$ cat src/rtl/tlsm_pkg.sv
// package for the two-list sorted merge block
// request types, controller/datapath command and status structs, fsm states
// no dependencies
`default_nettype none

package tlsm_pkg;

  localparam int LIST_DEPTH  = 32;
  localparam int VALUE_WIDTH = 32;
  localparam int EFF_WIDTH   = (VALUE_WIDTH < 32) ? VALUE_WIDTH : 32;
  localparam int SEXT_SHIFT  = 32 - EFF_WIDTH;
  localparam int CNT_W       = $clog2(LIST_DEPTH + 1);
  localparam int IDX_W       = (LIST_DEPTH > 1) ? $clog2(LIST_DEPTH) : 1;

  localparam logic [1:0] STATUS_OK       = 2'd0;
  localparam logic [1:0] STATUS_EMPTY    = 2'd1;
  localparam logic [1:0] STATUS_OVERFLOW = 2'd2;

  typedef struct packed {
    logic signed [31:0] value;
    logic               list_id;
    logic               is_last;
    logic               is_empty;
  } in_t;

  typedef struct packed {
    logic signed [31:0] merged_value;
    logic [1:0]         status;
    logic               last;
  } out_t;

  typedef enum logic [1:0] {
    ST_LOAD,
    ST_PREP,
    ST_MERGE,
    ST_ERR
  } state_t;

  typedef struct packed {
    logic accept_en;
    logic pick;
    logic emit_err;
  } cmd_t;

  typedef struct packed {
    logic complete;
    logic has_err;
    logic pick_last;
    logic out_free;
  } sts_t;

endpackage

`default_nettype wire

$ cat src/rtl/tlsm_ctrl.sv
// controller fsm for the two-list sorted merge block
// sequences load, merge and error phases; uses tlsm_pkg
`default_nettype none

module tlsm_ctrl (
  input  wire logic          clk,
  input  wire logic          rst,
  input  wire tlsm_pkg::sts_t sts,
  output tlsm_pkg::cmd_t     cmd
);
  import tlsm_pkg::*;

  state_t state;
  state_t state_next;

  always_ff @(posedge clk) begin
    if (rst) begin
      state <= ST_LOAD;
    end else begin
      state <= state_next;
    end
  end

  always_comb begin
    state_next = state;
    cmd        = '0;
    case (state)
      ST_LOAD: begin
        cmd.accept_en = 1'b1;
        if (sts.complete) begin
          state_next = sts.has_err ? ST_ERR : ST_PREP;
        end
      end
      ST_PREP: begin
        state_next = ST_MERGE;
      end
      ST_MERGE: begin
        cmd.pick = sts.out_free;
        if (sts.out_free && sts.pick_last) begin
          state_next = ST_LOAD;
        end
      end
      ST_ERR: begin
        cmd.emit_err = sts.out_free;
        if (sts.out_free) begin
          state_next = ST_LOAD;
        end
      end
      default: begin
        state_next = ST_LOAD;
      end
    endcase
  end

endmodule

`default_nettype wire

$ cat src/rtl/tlsm_dp.sv
// datapath for the two-list sorted merge block
// list buffers, counts, merge pointers and output register; uses tlsm_pkg
`default_nettype none

module tlsm_dp (
  input  wire logic           clk,
  input  wire logic           rst,
  input  wire logic           in_valid,
  input  wire tlsm_pkg::in_t  in_data,
  output tlsm_pkg::out_t      out_data,
  output logic                out_valid,
  input  wire logic           out_ready,
  input  wire tlsm_pkg::cmd_t cmd,
  output tlsm_pkg::sts_t      sts
);
  import tlsm_pkg::*;

  logic signed [31:0] buf_a [LIST_DEPTH];
  logic signed [31:0] buf_b [LIST_DEPTH];
  logic signed [31:0] rd_a;
  logic signed [31:0] rd_b;

  logic [CNT_W-1:0] cnt_a, cnt_a_next;
  logic [CNT_W-1:0] cnt_b, cnt_b_next;
  logic [CNT_W-1:0] ia, ia_next;
  logic [CNT_W-1:0] jb, jb_next;
  logic             done_a, done_a_next;
  logic             done_b, done_b_next;
  logic [1:0]       err, err_next;

  logic               take;
  logic               store;
  logic [CNT_W-1:0]   cnt_sel;
  logic signed [31:0] value_ext;
  logic signed [31:0] value_sh;
  logic               has_a, has_b, take_a;
  logic signed [31:0] pick_value;
  logic               clear;

  always_comb begin
    value_sh  = in_data.value <<< SEXT_SHIFT;
    value_ext = value_sh >>> SEXT_SHIFT;
  end

  assign cnt_sel = in_data.list_id ? cnt_b : cnt_a;
  assign take    = cmd.accept_en && in_valid && !(in_data.list_id ? done_b : done_a);
  assign store   = take && !in_data.is_empty && (cnt_sel < CNT_W'(LIST_DEPTH));

  assign has_a  = ia < cnt_a;
  assign has_b  = jb < cnt_b;
  assign take_a = has_a && (!has_b || (rd_a < rd_b));
  assign pick_value = take_a ? rd_a : rd_b;

  assign clear = (cmd.pick && sts.pick_last) || cmd.emit_err;

  always_comb begin
    cnt_a_next  = cnt_a;
    cnt_b_next  = cnt_b;
    done_a_next = done_a;
    done_b_next = done_b;
    err_next    = err;
    ia_next     = ia;
    jb_next     = jb;
    if (take) begin
      if (in_data.is_empty) begin
        err_next = STATUS_EMPTY;
        if (in_data.list_id) done_b_next = 1'b1;
        else                 done_a_next = 1'b1;
      end else begin
        if (store) begin
          if (in_data.list_id) cnt_b_next = cnt_b + 1'b1;
          else                 cnt_a_next = cnt_a + 1'b1;
        end else if (err == STATUS_OK) begin
          err_next = STATUS_OVERFLOW;
        end
        if (in_data.is_last) begin
          if (in_data.list_id) done_b_next = 1'b1;
          else                 done_a_next = 1'b1;
        end
      end
    end
    if (cmd.pick) begin
      if (take_a) ia_next = ia + 1'b1;
      else        jb_next = jb + 1'b1;
    end
  end

  always_comb begin
    sts.complete  = take && done_a_next && done_b_next;
    sts.has_err   = err_next != STATUS_OK;
    sts.pick_last = (take_a ? (CNT_W'(ia + 1'b1) == cnt_a && jb == cnt_b)
                            : (ia == cnt_a && CNT_W'(jb + 1'b1) == cnt_b));
    sts.out_free  = !out_valid || out_ready;
  end

  always_ff @(posedge clk) begin
    if (rst) begin
      cnt_a  <= '0;
      cnt_b  <= '0;
      done_a <= 1'b0;
      done_b <= 1'b0;
      err    <= STATUS_OK;
      ia     <= '0;
      jb     <= '0;
    end else if (clear) begin
      cnt_a  <= '0;
      cnt_b  <= '0;
      done_a <= 1'b0;
      done_b <= 1'b0;
      err    <= STATUS_OK;
      ia     <= '0;
      jb     <= '0;
    end else begin
      cnt_a  <= cnt_a_next;
      cnt_b  <= cnt_b_next;
      done_a <= done_a_next;
      done_b <= done_b_next;
      err    <= err_next;
      ia     <= ia_next;
      jb     <= jb_next;
    end
  end

  // first list buffer
  always_ff @(posedge clk) begin
    if (store && !in_data.list_id) begin
      buf_a[cnt_a[IDX_W-1:0]] <= value_ext;
    end
    rd_a <= buf_a[ia_next[IDX_W-1:0]];
  end

  // second list buffer
  always_ff @(posedge clk) begin
    if (store && in_data.list_id) begin
      buf_b[cnt_b[IDX_W-1:0]] <= value_ext;
    end
    rd_b <= buf_b[jb_next[IDX_W-1:0]];
  end

  // output register
  always_ff @(posedge clk) begin
    if (rst) begin
      out_valid <= 1'b0;
    end else if (cmd.pick || cmd.emit_err) begin
      out_valid <= 1'b1;
    end else if (out_ready) begin
      out_valid <= 1'b0;
    end
  end

  always_ff @(posedge clk) begin
    if (cmd.pick) begin
      out_data.merged_value <= pick_value;
      out_data.status       <= STATUS_OK;
      out_data.last         <= sts.pick_last;
    end else if (cmd.emit_err) begin
      out_data.merged_value <= '0;
      out_data.status       <= err;
      out_data.last         <= 1'b1;
    end
  end

endmodule

`default_nettype wire

$ cat src/rtl/two_list_sorted_merge_top.sv
// top level of the two-list sorted merge block
// joins tlsm_ctrl and tlsm_dp; uses tlsm_pkg
//
//   channel   signals                          carries
//   in        in_valid / in_ready / in_data    one list element request
//   out       out_valid / out_ready / out_data one merged element or error
//
// each element request is taken while loading, one per cycle; after both lists
// close, a prep state reads the heads, then one result per cycle leaves the output
// register while the output is not stalled (loading and merging never overlap)
// an error run gives a single result after completion, once the output is free
// a stalled output holds the merge; requests are refused during merge output
// synchronous active-high reset empties both lists and the output register
`default_nettype none

module two_list_sorted_merge_top (
  input  wire logic           clk,
  input  wire logic           rst,
  input  wire logic           in_valid,
  output logic                in_ready,
  input  wire tlsm_pkg::in_t  in_data,
  output logic                out_valid,
  input  wire logic           out_ready,
  output tlsm_pkg::out_t      out_data
);
  import tlsm_pkg::*;

  cmd_t cmd;
  sts_t sts;

  assign in_ready = cmd.accept_en;

  tlsm_ctrl u_ctrl (
    .clk (clk),
    .rst (rst),
    .sts (sts),
    .cmd (cmd)
  );

  tlsm_dp u_dp (
    .clk       (clk),
    .rst       (rst),
    .in_valid  (in_valid),
    .in_data   (in_data),
    .out_data  (out_data),
    .out_valid (out_valid),
    .out_ready (out_ready),
    .cmd       (cmd),
    .sts       (sts)
  );

endmodule

`default_nettype wire
$ cat config.mk
export PLATFORM = sky130hd
export DESIGN_NAME = two_list_sorted_merge_top
export DESIGN_NICKNAME = d
export VERILOG_FILES = /design/src/rtl/tlsm_pkg.sv /design/src/rtl/tlsm_ctrl.sv /design/src/rtl/tlsm_dp.sv /design/src/rtl/two_list_sorted_merge_top.sv
export SDC_FILE = /design/constraint.sdc
export NUM_CORES = 2
export LEC_CHECK = 0
export BUFFER_PORTS_ARGS = -buffer_cell sky130_fd_sc_hd__buf_2
export CAP_MARGIN = 20
export CORE_ASPECT_RATIO = 0.8
export CORE_MARGIN = 2
export CORE_UTILIZATION = 52
export CTS_CLUSTER_DIAMETER = 40
export DETAILED_ROUTE_END_ITERATION = 10
export GPL_TIMING_DRIVEN = 0
export PLACE_DENSITY_LB_ADDON = 0.15
export SYNTH_ARGS = -nofsm -noshare
export SYNTH_HDL_FRONTEND = slang
export SYNTH_SLANG_ARGS = --single-unit
$ cat constraint.sdc
create_clock -name clk -period 6.4 [get_ports clk]
set_input_delay 0.96 -clock clk [delete_from_list [all_inputs] [get_ports clk]]
set_output_delay 0.96 -clock clk [all_outputs]
set_load 0.01 [all_outputs]
# --- Yosys cells after proc, flatten, opt, wreduce, memory -nomap -nowiden ---
# Memories as Yosys holds them, arrays and structs flattened. A register that Yosys moved wholly into a read port is not among the register bits.
# Index checks and enable logic that the tools add are counted.
classes:
  bitwise: 3
  mux: 36
  n_lt_le_gt_ge: 4
  n_addsub: 4
  n_reduce_logical: 33
  n_eq_ne: 10
op_table:
  columns: ["op", "n"]
  rows:
  - ["35-bit 2-to-1 mux", 2]
  - ["32-bit less-than comparator", 1]
  - ["32-bit 2-to-1 mux", 1]
  - ["6-bit by 1-bit adder with 6-bit output, second input constant", 4]
  - ["6-bit == test", 4]
  - ["5-bit 2-to-1 mux", 4]
  - ["1-bit 2-to-1 mux", 19]
  - ["2-bit 2-to-1 mux", 8]
  - ["1-bit logical AND", 13]
  - ["6-bit less-than comparator", 2]
  - ["2-bit one-hot mux with 4 select lines", 1]
  - ["4-bit AND reduction", 2]
  - ["6-bit less-than comparator, second input constant", 1]
  - ["6-bit 2-to-1 mux", 1]
  - ["2-bit nonzero test", 3]
  - ["1-bit logical NOT", 5]
  - ["2-bit == test, second input constant", 2]
  - ["2-bit logical NOT", 2]
  - ["1-bit logical OR", 4]
  - ["2-bit by 1-bit inequality test with 1-bit output, second input constant", 2]
  - ["2-bit AND reduction", 2]
  - ["1-bit NOT", 3]
  - ["3-bit AND reduction", 1]
  - ["2-bit by 1-bit == test with 1-bit output, second input constant", 1]
  - ["other kinds (2)", 2]
word_totals:
  memories: 2
  in_bits: 39
  out_inout_bits: 37
  reg_bits: 66
  ramBits: 2048
memory_table:
  columns: ["name", "words", "width", "read_ports", "rd_ports_with_merged_regs", "write_ports", "line_no", "source"]
  rows:
  - ["u_dp.buf_a", 32, 32, 1, 1, 1, "tlsm_dp.sv:18", "logic signed [31:0] buf_a [LIST_DEPTH];"]
  - ["u_dp.buf_b", 32, 32, 1, 1, 1, "tlsm_dp.sv:19", "logic signed [31:0] buf_b [LIST_DEPTH];"]

# --- Longest topological paths before layout ---
logic_depth:
  word_depth: 13
  mapped_depth: 20
  ltp_nobuf: 11

# --- Cells and area by module ---
# A second synthesis with hierarchy kept.
hier_totals:
  hier_cells: 6328
  area_unflattened_um2: 102458.3
modules_own_cells:
  columns: ["mod", "cells_each", "area_each_um2", "n_inst", "seq_area_each_um2"]
  rows:
  - ["tlsm_dp", 6315, 102349.4, 1, 64391.8]
  - ["tlsm_ctrl", 13, 108.9, 1, 40.0]

# --- Least setup slack after synthesis ---
# OpenSTA, ideal clock, no wires.
synth_timing:
  path_kind: "flip-flop to flip-flop"
  start: "register u_dp.jb[0]"
  end: "register u_dp.rd_b[21], read port of u_dp.buf_b"
  t_required_ns: 6.278
  slack_ns: 1.822
  synth_period_minus_slack_ns: 4.578
  setup_ns: 0.122
  path_buffers: 8
  stages_incl_launch_ff: 20
  arrival_ns: 4.456
  path_cell_list: "dfxtp_1 > clkbuf_1 > clkbuf_1 > buf_1 > clkbuf_1 > clkbuf_1 > inv_1 > ha_1 > inv_1 > a21oi_1 > o221ai_1 > nor4_1 > nor4b_1 > buf_2 > nor2_4 > buf_2 > buf_1 > a211oi_1 > a21oi_1 > a221o_1"
synth_via:
  elab_chain_len: 6
synth_lines:
  columns: ["element", "line_no", "source"]
  rows:
  - ["from (decl)", "tlsm_dp.sv:26", "logic [CNT_W-1:0] jb, jb_next;"]
  - ["from (signal assigned)", "tlsm_dp.sv:120", "jb <= jb_next;"]
  - ["6-bit less-than comparator", "tlsm_dp.sv:50", "assign has_b = jb < cnt_b;"]
  - ["1-bit logical NOT", "tlsm_dp.sv:51", "assign take_a = has_a && (!has_b || (rd_a < rd_b));"]
  - ["1-bit logical OR", "tlsm_dp.sv:51", null]
  - ["1-bit logical AND", "tlsm_dp.sv:51", null]
  - ["5-bit 2-to-1 mux", "tlsm_dp.sv:83", "if (take_a) ia_next = ia + 1'b1;"]
  - ["5-bit 2-to-1 mux *", "tlsm_dp.sv:82", "if (cmd.pick) begin"]
  - ["to (decl)", "tlsm_dp.sv:21", "logic signed [31:0] rd_b;"]
# Every way passes the cells marked *; elsewhere a longest branch is shown, timed or not.
# A chain may end at the register's enable or synchronous reset.

# --- Final worst setup path ---
layout_timing:
  start: "register u_dp.jb[0]"
  end: "register u_dp.rd_a[10], read port of u_dp.buf_a"
layout_via:
  elab_chain_len: 6
layout_lines:
  columns: ["element", "line_no", "source"]
  rows:
  - ["6-bit less-than comparator", "tlsm_dp.sv:50", null]
  - ["1-bit logical NOT", "tlsm_dp.sv:51", null]
  - ["1-bit logical OR", "tlsm_dp.sv:51", null]
  - ["1-bit logical AND", "tlsm_dp.sv:51", null]
  - ["5-bit 2-to-1 mux", "tlsm_dp.sv:83", null]
  - ["5-bit 2-to-1 mux", "tlsm_dp.sv:82", null]
  - ["to (decl)", "tlsm_dp.sv:20", "logic signed [31:0] rd_a;"]
# No other way between the ends.

==> metrics.md <==
| Metric | Value |
|---|---|
| Worst ir drop on vdd | 0.000210 V |
| Syn Area/Cell | 18.8 µm² |
| Status | completed |
| Hpwl dp | 242 mm |
| IO Port Bufs | 74 |
| Hold buffers post-CTS | 0 |
| Layout area overhead | 16.8% |
| Die area | 198,000 µm² |
| NumNets Final | 6,013 |
| Worst r2r path cells | 17 |
| Hold wc startpoint | in_data[19] |
| Pint | 26.1 mW |
| Reg2reg setup slack | 0.11 ns |
| Worst clock skew | 0.0549 ns |
| Routed len/inst | 39.5 µm |
| Vias per cell | 7.21 |
| Worst-path clk slew | 0.06 ns |
| Net Sw Frac | 22.0% |
| Mapped Cells | 5,390 |
| Initial antenna violation count | 24 |
| Die width | 497 µm |
| Hold Fails Final Rpt | 0 |
| Hold Path Stages | 1 |
| Post-route DRC | 0 |
| WHS Endpoint | u_dp.buf_b[15][16]$_DFFE_PP_ |
| Tightest Pin Transition | 1.23 ns |
| Fin. max-slew vios | 0 |
| Gp weighted congestion | 1.01 |
| Launching point of the worst reg2reg path | u_dp.jb[0]$_SDFF_PP0_ |
| Minimum clock period after layout | 6.29 ns |
| Peak Freq | 0.159 GHz |
| Root buffer cell | clkbuf_16 |
| Finished Cell Area | 118,000 µm² |
| Hold/Removal Path Class | in2reg |
| Setup_tns | 0 ns |
| Worst setup path class | reg2reg |
| Setup crit end kind | flop |
| Seq/Total Area, Yosys | 63.6% |
| CP arrival | 7.07 ns |
| Post-Syn Area | 101,000 µm² |
| CTS tree | built |
| Multi-input gate area | 35,400 µm² |
| Reg area | 64,400 µm² |
| Critical Path RT | 7.18 ns |
| PwrDens | 283 nW/µm² |
| Final setup vio count | 0 |
| Synth async-reset ratio | 0% |
| Logic gate share of total power | 4.4% |
| Total CTS buffers | 292 |
| Die Height | 399 µm |
| Vias | 62,700 |
| Post_cts resized | 15 |
| Final Cycle Share | 98.2% |
| Clock latency on the worst-skew pair | 0.93 ns |
| Top FF cell, synth | edfxtp_1 |
| Number of global-route vias before repair | 60,300 |
| Filler Cell Count | 13,500 |
| Reg power frac | 47.0% |
| Placed Area | 108,000 µm² |
| Clock sink count | 2,178 |
| Initial Util | 52.5% |
| Core footprint | 193,000 µm² |
| Max-Slew Margin vs Limit | 18.0% |
| Ys Warns | 0 |
| Max Buffers Root-to-Sink | 4 |
| DR iter-0 viols | 10,500 |
| Clock power share | 48.7% |
| Post-synth EDFFs | 2,081 |
| Post-route ant nets | 0 |
| Post-Syn Nets | 5,482 |
| Residual overflow from global routing | 0 |
| Leakage | 35.7 nW |
| FP Rows | 144 |
| CP Launch Type | flop |
| Psw | 7.36 mW |
| Wirelength, routed | 343 mm |
| First drt pass iteration count | 6 |
| CP Max Fanout | 19 |
| Share of cells above drive strength 1 | 30.6% |
| H-tree levels | 5 |
| Setup Buffers After CTS | 0 |
| #FFs+latches synth | 2,178 |
| First-pass GRT wire length | 473 mm |
| Largest net degree at the start of global routing | 65 |
| RSZ-0062 raised after global routing | no |
| Capturing point of the worst reg2reg path | u_dp.rd_a[10]$_DFF_P_ |
| Maxcap violations | 0 |
| Yosys cell types | 71 |
| GRT Total Usage | 34.6% |
| I/O Pins | 76 |
power groups by stage:
stage          registers (mW)  clock network (mW)  logic (mW)
3_5_place_dp             16.0                   0        1.42
4_1_cts                  15.7                16.4        1.42
2_1_floorplan            16.0                   0       0.695
5_1_grt                  15.7                16.9        1.52
6_report                 15.7                16.3        1.46
3_3_place_gp             16.0                   0        1.33
flip-flops by register name, indices dropped and copies added, names as in the netlist, 32 cells and up:
name	flops
u_dp.buf_a	1024
u_dp.buf_b	1024
u_dp.out_data	35
u_dp.rd_a	32
u_dp.rd_b	32
worst max-delay path, cell delays in order, from the launching register on:
cell	delay, ns
dfxtp_1	0.40
clkbuf_4	0.49
buf_4	0.47
clkbuf_2	0.44
inv_1	0.13
ha_1	0.21
inv_1	0.05
a21oi_1	0.07
o221ai_1	0.50
and2_1	0.30
a221o_1	0.16
buf_2	0.34
buf_2	0.52
nand4_1	0.16
o21ai_1	0.31
clkbuf_2	0.43
nand4_1	0.60
and4b_1	0.50
cell families (layout without fill, tap and decap cells):
family | after synthesis | in the layout | share of synthesized area, %
flops | 2178 | 2178 | 63.6
mux | 1379 | 1379 | 26.3
simple gates | 805 | 805 | 3.90
xor+xnor | 27 | 27 | 0.234
compound gates | 460 | 460 | 3.37
fa+ha+maj | 53 | 53 | 0.655
other cells | 0 | 9 | 0
buf+inv | 488 | 1229 | 1.90
cells in the final DEF, fill, tap and decap left out, types with 26 or more instances in the layout:
cell type   instances
inv_1              58
edfxtp_1         2081
a31oi_1            61
nand3_1           102
clkinv_2           26
a211oi_1           76
nor4_1             36
buf_16             36
nor3_1             96
clkinvlp_4         27
a221o_1            34
mux4_2           1024
o211a_1            30
buf_8              54
clkbuf_1          308
buf_12             70
a21oi_1           102
nor2b_1            67
buf_4              27
nand4_1            36
nand2_1           228
nor2_4             65
buf_2             105
nor2_1             93
and4_1             28
buf_1              80
bufinv_16          30
clkbuf_16         302
a32o_1             32
ha_1               53
dfxtp_1            97
mux2i_1           337
layer usage:
layer	global-route usage, %	part of all wire (%)	vias up
li1	-	-	24100
met1	49.5	38	33000
met2	47.2	41	4952
met3	15.7	17	653
met4	11.8	3.8	10
met5	0	0.022	-
stage by stage:
| step | util [%] | setup slack, ns | hold slack, ns | cells | power [mW] |
|---|---|---|---|---|---|
| 3_3_place_gp | 54.3 | -2.20 | 0.486 | 8019 | 17.4 |
| 2_1_floorplan | - | 1.82 | 0.450 | 5390 | 16.7 |
| 5_1_grt | 61.3 | 0.130 | 0.358 | 8688 | 34.2 |
| 4_1_cts | 61.0 | 0.0137 | 0.368 | 8656 | 33.5 |
| 6_report | 61.3 | 0.114 | 0.381 | 8695 | 33.4 |
| 3_5_place_dp | 56.1 | -2.13 | 0.503 | 8155 | 17.4 |
synth_stat cells (13+ instances only):
master / count / area share [%]
edfxtp_1: 2081 / 62
mux4_2: 1024 / 23
mux2i_1: 337 / 3.3
clkbuf_1: 290 / 1.1
nand2_1: 228 / 0.85
nor2_1: 157 / 0.58
a21oi_1: 102 / 0.50
nand3_1: 102 / 0.50
dfxtp_1: 97 / 1.9
nor3_1: 96 / 0.47
buf_1: 84 / 0.31
a211oi_1: 76 / 0.56
nor2b_1: 67 / 0.41
a31oi_1: 63 / 0.39
inv_1: 59 / 0.22
ha_1: 53 / 0.65
buf_2: 47 / 0.23
nor4_1: 38 / 0.23
nand4_1: 36 / 0.22
a221o_1: 34 / 0.34
a32o_1: 32 / 0.32
o211a_1: 30 / 0.30
and4_1: 28 / 0.24
a21o_1: 22 / 0.16
o21ai_0: 21 / 0.10
xnor2_1: 18 / 0.16
a22oi_1: 15 / 0.11
a32oi_1: 13 / 0.11
worst max-delay path by stage:
stage / cells past startpoint / end / from / slack (ns)
after floorplan: 19 / u_dp.rd_b[21]$_DFF_P_ / u_dp.jb[0]$_SDFF_PP0_ / 1.82
after global placement: 18 / u_dp.rd_a[28]$_DFF_P_ / u_dp.jb[0]$_SDFF_PP0_ / -2.20
after detailed placement: 19 / u_dp.rd_a[10]$_DFF_P_ / u_dp.jb[0]$_SDFF_PP0_ / -2.13
after CTS: 16 / u_dp.rd_a[3]$_DFF_P_ / u_dp.ia[0]$_SDFF_PP0_ / 0.01
after global routing: 16 / u_dp.rd_b[7]$_DFF_P_ / u_dp.jb[0]$_SDFF_PP0_ / 0.13
final: 17 / u_dp.rd_a[10]$_DFF_P_ / u_dp.jb[0]$_SDFF_PP0_ / 0.11
layout make-up:
class | instances | share of cell area, %
flip-flops and latches | 2178 | 54.5
multi-input cells | 2724 | 29.9
clock buffers | 338 | 6.50
repair buffers | 241 | 3.12
well taps | 2555 | 2.70
clock inverters | 166 | 1.61
plain buffers | 424 | 1.45
inverters | 60 | 0.190
diodes | 9 | 0.0190
(Power assumes the default switching activity.)
